## src/rtl/efc_pkg.sv

```systemverilog
// shared widths, register indexes and the close control struct for the frame capture
// no dependencies
`default_nettype none

package efc_pkg;

   localparam int DATA_W          = 8;
   localparam int POS_W           = 6;
   localparam int RSP_DATA_W      = 16;
   localparam int RSP_PAD_W       = RSP_DATA_W - DATA_W - POS_W;
   localparam int CSR_IDX_W       = 2;
   localparam int FRAME_DEPTH_DEF = 64;

   localparam logic [CSR_IDX_W-1:0] REG_START  = 2'd0;
   localparam logic [CSR_IDX_W-1:0] REG_ESCAPE = 2'd1;
   localparam logic [CSR_IDX_W-1:0] REG_END    = 2'd2;

   localparam logic [DATA_W-1:0] START_RST  = 8'd2;
   localparam logic [DATA_W-1:0] ESCAPE_RST = 8'd27;
   localparam logic [DATA_W-1:0] END_RST    = 8'd3;

   typedef struct packed {
      logic             valid;
      logic [POS_W-1:0] length;
   } close_type;

endpackage

`default_nettype wire

```

## src/rtl/efc_store.sv

```systemverilog
// frame byte store: one write port, one read port with registered read data
// depends on efc_pkg
`default_nettype none

module efc_store #(
   parameter int  FRAME_DEPTH = efc_pkg::FRAME_DEPTH_DEF,
   localparam int ADDR_W      = $clog2(FRAME_DEPTH)
) (
   input  wire logic                      clock,
   input  wire logic                      wr_en,
   input  wire logic [ADDR_W-1:0]         wr_addr,
   input  wire logic [efc_pkg::DATA_W-1:0] wr_data,
   input  wire logic [ADDR_W-1:0]         rd_addr,
   output logic      [efc_pkg::DATA_W-1:0] rd_data
);
   import efc_pkg::*;

   logic [DATA_W-1:0] mem [FRAME_DEPTH];
   logic [DATA_W-1:0] rd_data_ff;

   always_ff @(posedge clock) begin
      if (wr_en) begin
         mem[wr_addr] <= wr_data;
      end
   end

   always_ff @(posedge clock) begin
      rd_data_ff <= mem[rd_addr];
   end

   assign rd_data = rd_data_ff;

endmodule

`default_nettype wire

```

## src/rtl/efc_parser.sv

```systemverilog
// byte parser: control registers, frame state and store write decisions
// depends on efc_pkg
`default_nettype none

module efc_parser #(
   parameter int  FRAME_DEPTH = efc_pkg::FRAME_DEPTH_DEF,
   localparam int ADDR_W      = $clog2(FRAME_DEPTH)
) (
   input  wire logic                          clock,
   input  wire logic                          reset,
   input  wire logic                          req_tvalid,
   output logic                               req_tready,
   input  wire logic [efc_pkg::DATA_W-1:0]    req_tdata,
   input  wire logic                          csr_we,
   input  wire logic [efc_pkg::CSR_IDX_W-1:0] csr_index,
   input  wire logic [efc_pkg::DATA_W-1:0]    csr_wdata,
   input  wire logic                          emit_done,
   output efc_pkg::close_type                 close,
   output logic                               mem_we,
   output logic      [ADDR_W-1:0]             mem_addr,
   output logic      [efc_pkg::DATA_W-1:0]    mem_data
);
   import efc_pkg::*;

   localparam logic ST_ACCEPT = 1'b0;
   localparam logic ST_EMIT   = 1'b1;
   localparam logic [ADDR_W-1:0] LAST_POS = ADDR_W'(FRAME_DEPTH - 1);

   logic [DATA_W-1:0] start_ff, escape_ff, end_ff;
   logic              state_ff, state_in;
   logic [ADDR_W-1:0] wp_ff, wp_in;
   logic              in_frame_ff, in_frame_in;
   logic              esc_ff, esc_in;
   logic              end_seen_ff, end_seen_in;
   logic              hold_ff, hold_in;
   logic [DATA_W-1:0] hold_byte_ff, hold_byte_in;
   logic [ADDR_W-1:0] nwp;
   logic              accept;
   logic              is_start, is_escape, is_end;

   assign req_tready = (state_ff == ST_ACCEPT);
   assign accept     = req_tvalid && req_tready;
   assign nwp        = wp_ff + 1'b1;
   assign is_start   = (req_tdata == start_ff);
   assign is_escape  = (req_tdata == escape_ff);
   assign is_end     = (req_tdata == end_ff);

   always_comb begin
      state_in     = state_ff;
      wp_in        = wp_ff;
      in_frame_in  = in_frame_ff;
      esc_in       = esc_ff;
      end_seen_in  = end_seen_ff;
      hold_in      = hold_ff;
      hold_byte_in = hold_byte_ff;
      mem_we       = 1'b0;
      mem_addr     = '0;
      mem_data     = req_tdata;
      close        = '0;
      if (state_ff == ST_EMIT) begin
         if (emit_done) begin
            state_in = ST_ACCEPT;
            if (hold_ff) begin
               // restart byte held back until the last word of the frame was sent
               mem_we   = 1'b1;
               mem_addr = '0;
               mem_data = hold_byte_ff;
               hold_in  = 1'b0;
            end
         end
      end else if (accept) begin
         if (!in_frame_ff) begin
            if (is_start) begin
               in_frame_in = 1'b1;
               end_seen_in = 1'b0;
               mem_we      = 1'b1;
               mem_addr    = wp_ff;
            end
         end else if (!end_seen_ff && !esc_ff && is_escape) begin
            esc_in = 1'b1;
         end else if (wp_ff == LAST_POS) begin
            // overflow: drop frame, treat byte as idle
            wp_in       = '0;
            esc_in      = 1'b0;
            end_seen_in = 1'b0;
            in_frame_in = is_start;
            if (is_start) begin
               mem_we   = 1'b1;
               mem_addr = '0;
            end
         end else if (esc_ff) begin
            esc_in   = 1'b0;
            wp_in    = nwp;
            mem_we   = 1'b1;
            mem_addr = nwp;
         end else if (is_start && !end_seen_ff) begin
            wp_in    = '0;
            mem_we   = 1'b1;
            mem_addr = '0;
         end else if (!end_seen_ff && is_end) begin
            end_seen_in = 1'b1;
            wp_in       = nwp;
            mem_we      = 1'b1;
            mem_addr    = nwp;
         end else if (end_seen_ff && !is_end) begin
            // close frame, then treat byte as idle
            close.valid  = 1'b1;
            close.length = POS_W'(nwp);
            state_in     = ST_EMIT;
            wp_in        = '0;
            end_seen_in  = 1'b0;
            in_frame_in  = is_start;
            hold_in      = is_start;
            hold_byte_in = req_tdata;
         end else begin
            wp_in    = nwp;
            mem_we   = 1'b1;
            mem_addr = nwp;
         end
      end
   end

   always_ff @(posedge clock) begin
      if (reset) begin
         start_ff    <= START_RST;
         escape_ff   <= ESCAPE_RST;
         end_ff      <= END_RST;
         state_ff    <= ST_ACCEPT;
         wp_ff       <= '0;
         in_frame_ff <= 1'b0;
         esc_ff      <= 1'b0;
         end_seen_ff <= 1'b0;
         hold_ff     <= 1'b0;
      end else begin
         if (csr_we) begin
            case (csr_index)
               REG_START:  start_ff  <= csr_wdata;
               REG_ESCAPE: escape_ff <= csr_wdata;
               REG_END:    end_ff    <= csr_wdata;
               default:    ;
            endcase
         end
         state_ff    <= state_in;
         wp_ff       <= wp_in;
         in_frame_ff <= in_frame_in;
         esc_ff      <= esc_in;
         end_seen_ff <= end_seen_in;
         hold_ff     <= hold_in;
      end
   end

   always_ff @(posedge clock) begin
      hold_byte_ff <= hold_byte_in;
   end

endmodule

`default_nettype wire

```

## src/rtl/efc_emit.sv

```systemverilog
// frame emitter: walks the store from position zero and drives the result stream
// depends on efc_pkg
`default_nettype none

module efc_emit #(
   parameter int  FRAME_DEPTH = efc_pkg::FRAME_DEPTH_DEF,
   localparam int ADDR_W      = $clog2(FRAME_DEPTH)
) (
   input  wire logic                           clock,
   input  wire logic                           reset,
   input  wire efc_pkg::close_type             close,
   input  wire logic [efc_pkg::DATA_W-1:0]     rd_data,
   output logic      [ADDR_W-1:0]              rd_addr,
   output logic                                emit_done,
   output logic                                rsp_tvalid,
   input  wire logic                           rsp_tready,
   output logic      [efc_pkg::RSP_DATA_W-1:0] rsp_tdata,
   output logic                                rsp_tlast
);
   import efc_pkg::*;

   logic [POS_W-1:0] pos_ff, pos_in;
   logic [POS_W-1:0] len_ff, len_in;
   logic             valid_ff, valid_in;
   logic             take, last;

   assign take      = valid_ff && rsp_tready;
   assign last      = (pos_ff == (len_ff - 1'b1));
   assign emit_done = take && last;

   always_comb begin
      pos_in   = pos_ff;
      len_in   = len_ff;
      valid_in = valid_ff;
      if (close.valid) begin
         pos_in   = '0;
         len_in   = close.length;
         valid_in = 1'b1;
      end else if (take) begin
         if (last) begin
            valid_in = 1'b0;
         end else begin
            pos_in = pos_ff + 1'b1;
         end
      end
   end

   // read address follows the word shown next cycle, so a stall re-reads it
   assign rd_addr = pos_in[ADDR_W-1:0];

   always_ff @(posedge clock) begin
      if (reset) begin
         valid_ff <= 1'b0;
         pos_ff   <= '0;
         len_ff   <= '0;
      end else begin
         valid_ff <= valid_in;
         pos_ff   <= pos_in;
         len_ff   <= len_in;
      end
   end

   assign rsp_tvalid = valid_ff;
   assign rsp_tdata  = {{RSP_PAD_W{1'b0}}, pos_ff, rd_data};
   assign rsp_tlast  = last;

endmodule

`default_nettype wire

```

## src/rtl/escaped_frame_capture_top.sv

```systemverilog
// Escaped frame capture, top level.
// Depends on efc_pkg, efc_parser, efc_store and efc_emit.
//
// Request channel: one received link byte per word. A byte is accepted every
// cycle while no frame is being sent. Result channel: a completed frame, start
// byte at position zero, one stored byte per word with its position, tlast on
// the final byte. When a byte closes a frame, the first word appears in the
// cycle after that byte is accepted and one word follows per cycle while the
// receiver is ready; the request channel is held until the last word of the
// frame is taken. The closing byte itself is handled as a fresh idle byte in
// the same cycle. When the receiver stalls, the current word holds and no
// request is taken. Overflowing frames are dropped silently.
// Synchronous reset restores the default start, escape and end codes and the
// idle state; the store is not cleared, as only written entries are read.
// Configuration writes take effect at the clock edge of csr_we.
`default_nettype none

module escaped_frame_capture_top #(
   parameter int FRAME_DEPTH = efc_pkg::FRAME_DEPTH_DEF
) (
   input  wire logic                           clock,
   input  wire logic                           reset,
   input  wire logic                           req_tvalid,
   output logic                                req_tready,
   input  wire logic [efc_pkg::DATA_W-1:0]     req_tdata,   // rx_byte
   output logic                                rsp_tvalid,
   input  wire logic                           rsp_tready,
   output logic      [efc_pkg::RSP_DATA_W-1:0] rsp_tdata,   // frame_byte, byte_position
   output logic                                rsp_tlast,   // frame_last
   input  wire logic                           csr_we,
   input  wire logic [efc_pkg::CSR_IDX_W-1:0]  csr_index,
   input  wire logic [efc_pkg::DATA_W-1:0]     csr_wdata
);
   import efc_pkg::*;

   localparam int ADDR_W = $clog2(FRAME_DEPTH);

   close_type         close;
   logic              emit_done;
   logic              mem_we;
   logic [ADDR_W-1:0] mem_addr;
   logic [DATA_W-1:0] mem_data;
   logic [ADDR_W-1:0] rd_addr;
   logic [DATA_W-1:0] rd_data;

   efc_parser #(.FRAME_DEPTH(FRAME_DEPTH)) u_parser (
      .clock      (clock),
      .reset      (reset),
      .req_tvalid (req_tvalid),
      .req_tready (req_tready),
      .req_tdata  (req_tdata),
      .csr_we     (csr_we),
      .csr_index  (csr_index),
      .csr_wdata  (csr_wdata),
      .emit_done  (emit_done),
      .close      (close),
      .mem_we     (mem_we),
      .mem_addr   (mem_addr),
      .mem_data   (mem_data)
   );

   efc_store #(.FRAME_DEPTH(FRAME_DEPTH)) u_store (
      .clock   (clock),
      .wr_en   (mem_we),
      .wr_addr (mem_addr),
      .wr_data (mem_data),
      .rd_addr (rd_addr),
      .rd_data (rd_data)
   );

   efc_emit #(.FRAME_DEPTH(FRAME_DEPTH)) u_emit (
      .clock      (clock),
      .reset      (reset),
      .close      (close),
      .rd_data    (rd_data),
      .rd_addr    (rd_addr),
      .emit_done  (emit_done),
      .rsp_tvalid (rsp_tvalid),
      .rsp_tready (rsp_tready),
      .rsp_tdata  (rsp_tdata),
      .rsp_tlast  (rsp_tlast)
   );

endmodule

`default_nettype wire

```

## config.mk

```make
export PLATFORM = sky130hd
export DESIGN_NAME = escaped_frame_capture_top
export DESIGN_NICKNAME = d
export VERILOG_FILES = /design/src/rtl/efc_pkg.sv /design/src/rtl/efc_store.sv /design/src/rtl/efc_parser.sv /design/src/rtl/efc_emit.sv /design/src/rtl/escaped_frame_capture_top.sv
export SDC_FILE = /design/constraint.sdc
export NUM_CORES = 1
export LEC_CHECK = 0
export ABC_AREA = 1
export BUFFER_PORTS_ARGS = -buffer_cell sky130_fd_sc_hd__buf_2
export CORE_AREA = 2 2 244 246
export DETAILED_ROUTE_END_ITERATION = 8
export DIE_AREA = 0 0 246 248
export GPL_ROUTABILITY_DRIVEN = 0
export PLACE_DENSITY = 0.61
export SLEW_MARGIN = 20
export SYNTH_ARGS = -nofsm -noshare
export SYNTH_HDL_FRONTEND = slang
export SYNTH_SLANG_ARGS = --single-unit
export TNS_END_PERCENT = 100
```

## constraint.sdc

```tcl
create_clock -name clock -period 5.4 [get_ports clock]
set_input_delay 1.08 -clock clock [delete_from_list [all_inputs] [get_ports clock]]
set_output_delay 1.08 -clock clock [all_outputs]
set_load 0.01 [all_outputs]
```

==> results.cfg <==
[worst_setup_path]
crit_arrival_ns = 4.77
end_kind = flip-flop
worstSetupStartpoint = req_tdata[4]
cpMostUsedCell = inv_1
slowest_delay_ns = 0.80
r2r_start = u_parser.end_ff[4]$_SDFFE_PP0P_
reg2reg_to = u_store.mem[56][6]$_DFFE_PP_
r2r_cells = 16
crit_chain = buf_2, inv_1, or2_2, nand2_1, a21oi_1, nand4_1, inv_1, ha_1, nor3_1, inv_1, o21ai_1, nor2_2, nand2_1, nor2_1, a21oi_1, or2_0, nand4_1, nor2_1
path_class = input port to flip-flop
cp_slowest_cell = nor2_1
cp-start-kind = input port
critical_path.max_fanout = 8
r2r_setup_slack_ns = 1.23
required_ns = 5.64

[grt]
grt_pass1_vias = 17415
grt_pass1_wl_um = 104000
grt_max_degree = 165
gr-usage-all-layers = 0.224
antenna_found_initial = 0
grt_overflow_total = 0

[route]
routed_wl_um = 68000
final_antenna_net_count = 0
drtPass1Iterations = 6
drc = 0
vias_per_cell = 5.35
vias = 18236
routedWlPerCell_um = 19.9
first_iter_violations = 2041

[sta]
tns_ns = 0
final.min_clock_period_ns = 4.52
relSlewSlack = 0.322
hold_viol_final = 0
final-setup-viol-count = 0
grt_setup_unrepaired = no
max_freq_ghz = 0.221
tightest_slew_ns = 1.01
fin_worst_skew_ns = 0.0129
min_period_over_period = 0.838
drv_slew = 0

[floorplan]
num_io_pins = 42
dieHeight_um = 248
die-area_um2 = 61000
rows = 89
die_width_um = 246
core_um2 = 58500
initial_utilization = 0.436

[min_path]
min_from = u_parser.state_ff$_SDFF_PP0_
holdPathStages = 2
min_to = u_parser.state_ff$_SDFF_PP0_
hp-class = flip-flop to flip-flop

[yosys]
synth_cells = 2537
ys_ff_latch = 576
yosysTopAreaCellShare = 0.612
seq_area_frac_synth = 0.656
avgSynthCellArea_um2 = 10.1
syn_area_um2 = 25500
synth_edf_count = 520
ys.flop_type = edfxtp_1
yosysMostFrequentCell = nand2_1
synth_top_area_cell = edfxtp_1
synth_commonest_cells = nand2_1, edfxtp_1, inv_1
yosysWarnings = 0
synth.distinct_cells = 40
async_flop_share = 0
synth_area_leaders = edfxtp_1, nand2_1, nand3_1

[pwr]
ir_drop_uv = 227
p_switching_mw = 1.84
p_sw_frac = 0.202
p_clk_frac = 0.448
pwr-share-comb = 0.017
pwr_density_cell_nw_per_um2 = 316
seq_power_share = 0.535
p_leak_nw = 11.8
p_int_mw = 7.26

[cells_and_area]
antennaDiodeCount = 0
area.growth.synth_to_final_pct = 12.8
utilization = 0.492
drive_gt1_frac = 0.0914
instances_no_fill = 3411
final_nets = 2618

[outcome]
status = completed

[clock_tree]
cts_root_buf = clkbuf_16
tritoncts = done
insertion_delay_ns = 0.62
cts_hold_buf = 0
cts_buffers = 59
clock-sinks = 576
ctsHtreeMaxLevel = 2
cts_setup_buffers = 0
cts-resized-gates = 0
cts.path.max_buffers = 3
cts.clk_slew.worst_paths_ns = 0.06

[place]
dp_hpwl_um = 41900
placed_cells = 3301
port_buffers = 39

[job]
maxCapViolCount = 0
## registers in the layout, summed over array words and instances, names as in the netlist, 6 cells and up
name                   cells
u_parser.end_ff            8
u_emit.pos_ff              6
u_parser.wp_ff             6
u_emit.len_ff              6
u_store.rd_data            8
u_parser.hold_byte_ff      8
u_parser.escape_ff         8
u_parser.start_ff          8
u_store.mem              512
## how the worst max path moves through the flow
stage	cells after the start	slack [ns]	endpoint
2_1_floorplan	6	0.59	u_store.mem[0][1]$_DFFE_PP_
4_1_cts	18	0.90	u_store.mem[56][2]$_DFFE_PP_
5_1_grt	18	0.53	u_store.mem[56][2]$_DFFE_PP_
3_5_place_dp	18	0.24	u_store.mem[56][2]$_DFFE_PP_
3_3_place_gp	18	0.43	u_store.mem[56][2]$_DFFE_PP_
6_report	18	0.88	u_store.mem[56][6]$_DFFE_PP_
## cells in the final DEF, fill, tap and decap left out, types with 9 or more instances in the layout
cell | netlist | final
nand4_1 | 75 | 75
nand3_1 | 410 | 407
a21oi_1 | 54 | 54
clkinv_2 | 0 | 11
clkinv_1 | 3 | 19
clkbuf_16 | 0 | 60
edfxtp_1 | 520 | 520
xor2_1 | 11 | 11
o211ai_1 | 37 | 37
nor2_1 | 130 | 130
nor3_1 | 14 | 13
buf_2 | 51 | 39
buf_4 | 9 | 76
o21ai_0 | 54 | 47
nand2_1 | 548 | 547
clkbuf_1 | 60 | 9
inv_1 | 418 | 417
o21ai_1 | 21 | 21
dfxtp_1 | 56 | 56
## worst max-delay path: cells and delay by family
kind            cells  cell delay, ns
fa+ha+maj           1            0.19
compound gates      3            0.34
buf+inv             4            0.37
simple gates       10            2.77
## logic make-up after synthesis
kind of cell | Yosys count | synth area share
AND/OR/NAND/NOR | 1203 | 0.209
flip-flops | 576 | 0.656
buffers and inverters | 557 | 0.0867
AO/OA/AOI/OAI | 177 | 0.0392
XOR/XNOR | 17 | 0.00584
adder cells (fa/ha/maj) | 6 | 0.00294
other | 1 | 0.000147
## power groups by stage
stage	Sequential, mW	Clock, mW	Combinational [mW]
floorplan	4.97	0	0.0712
global placement	4.96	0	0.153
detailed placement	4.96	0	0.156
CTS	4.87	4.15	0.156
global route	4.87	4.30	0.169
finish	4.87	4.08	0.155
## routing by layer
layer	up-vias	GRT usage	routed length, µm
li1	8595	-	-
met1	8791	0.314	29300
met2	738	0.362	31600
met3	112	0.0348	5440
met4	0	0.0656	1630
met5	-	0	0
## metrics by stage
stage               power (mW)  worst slack, ns  area (µm²)  hold WS, ns
floorplan                 5.04            0.589       25500        0.443
global placement          5.12            0.433       26800        0.456
detailed placement        5.12            0.239       26800        0.463
global route              9.34            0.528       28800        0.516
CTS                       9.17            0.901       28800        0.478
finish                    9.10            0.877       28800        0.482
## final cells by class
| class | instances | area, µm² |
|---|---|---|
| clock inverters | 41 | 395 |
| clock buffers | 69 | 1540 |
| well taps | 773 | 967 |
| fillers | 5309 | 29700 |
| inverters | 428 | 1610 |
| repair buffers | 119 | 846 |
| multi-input cells | 1405 | 6690 |
| flip-flops and latches | 576 | 16700 |
Power figures use the tool's default switching activity.
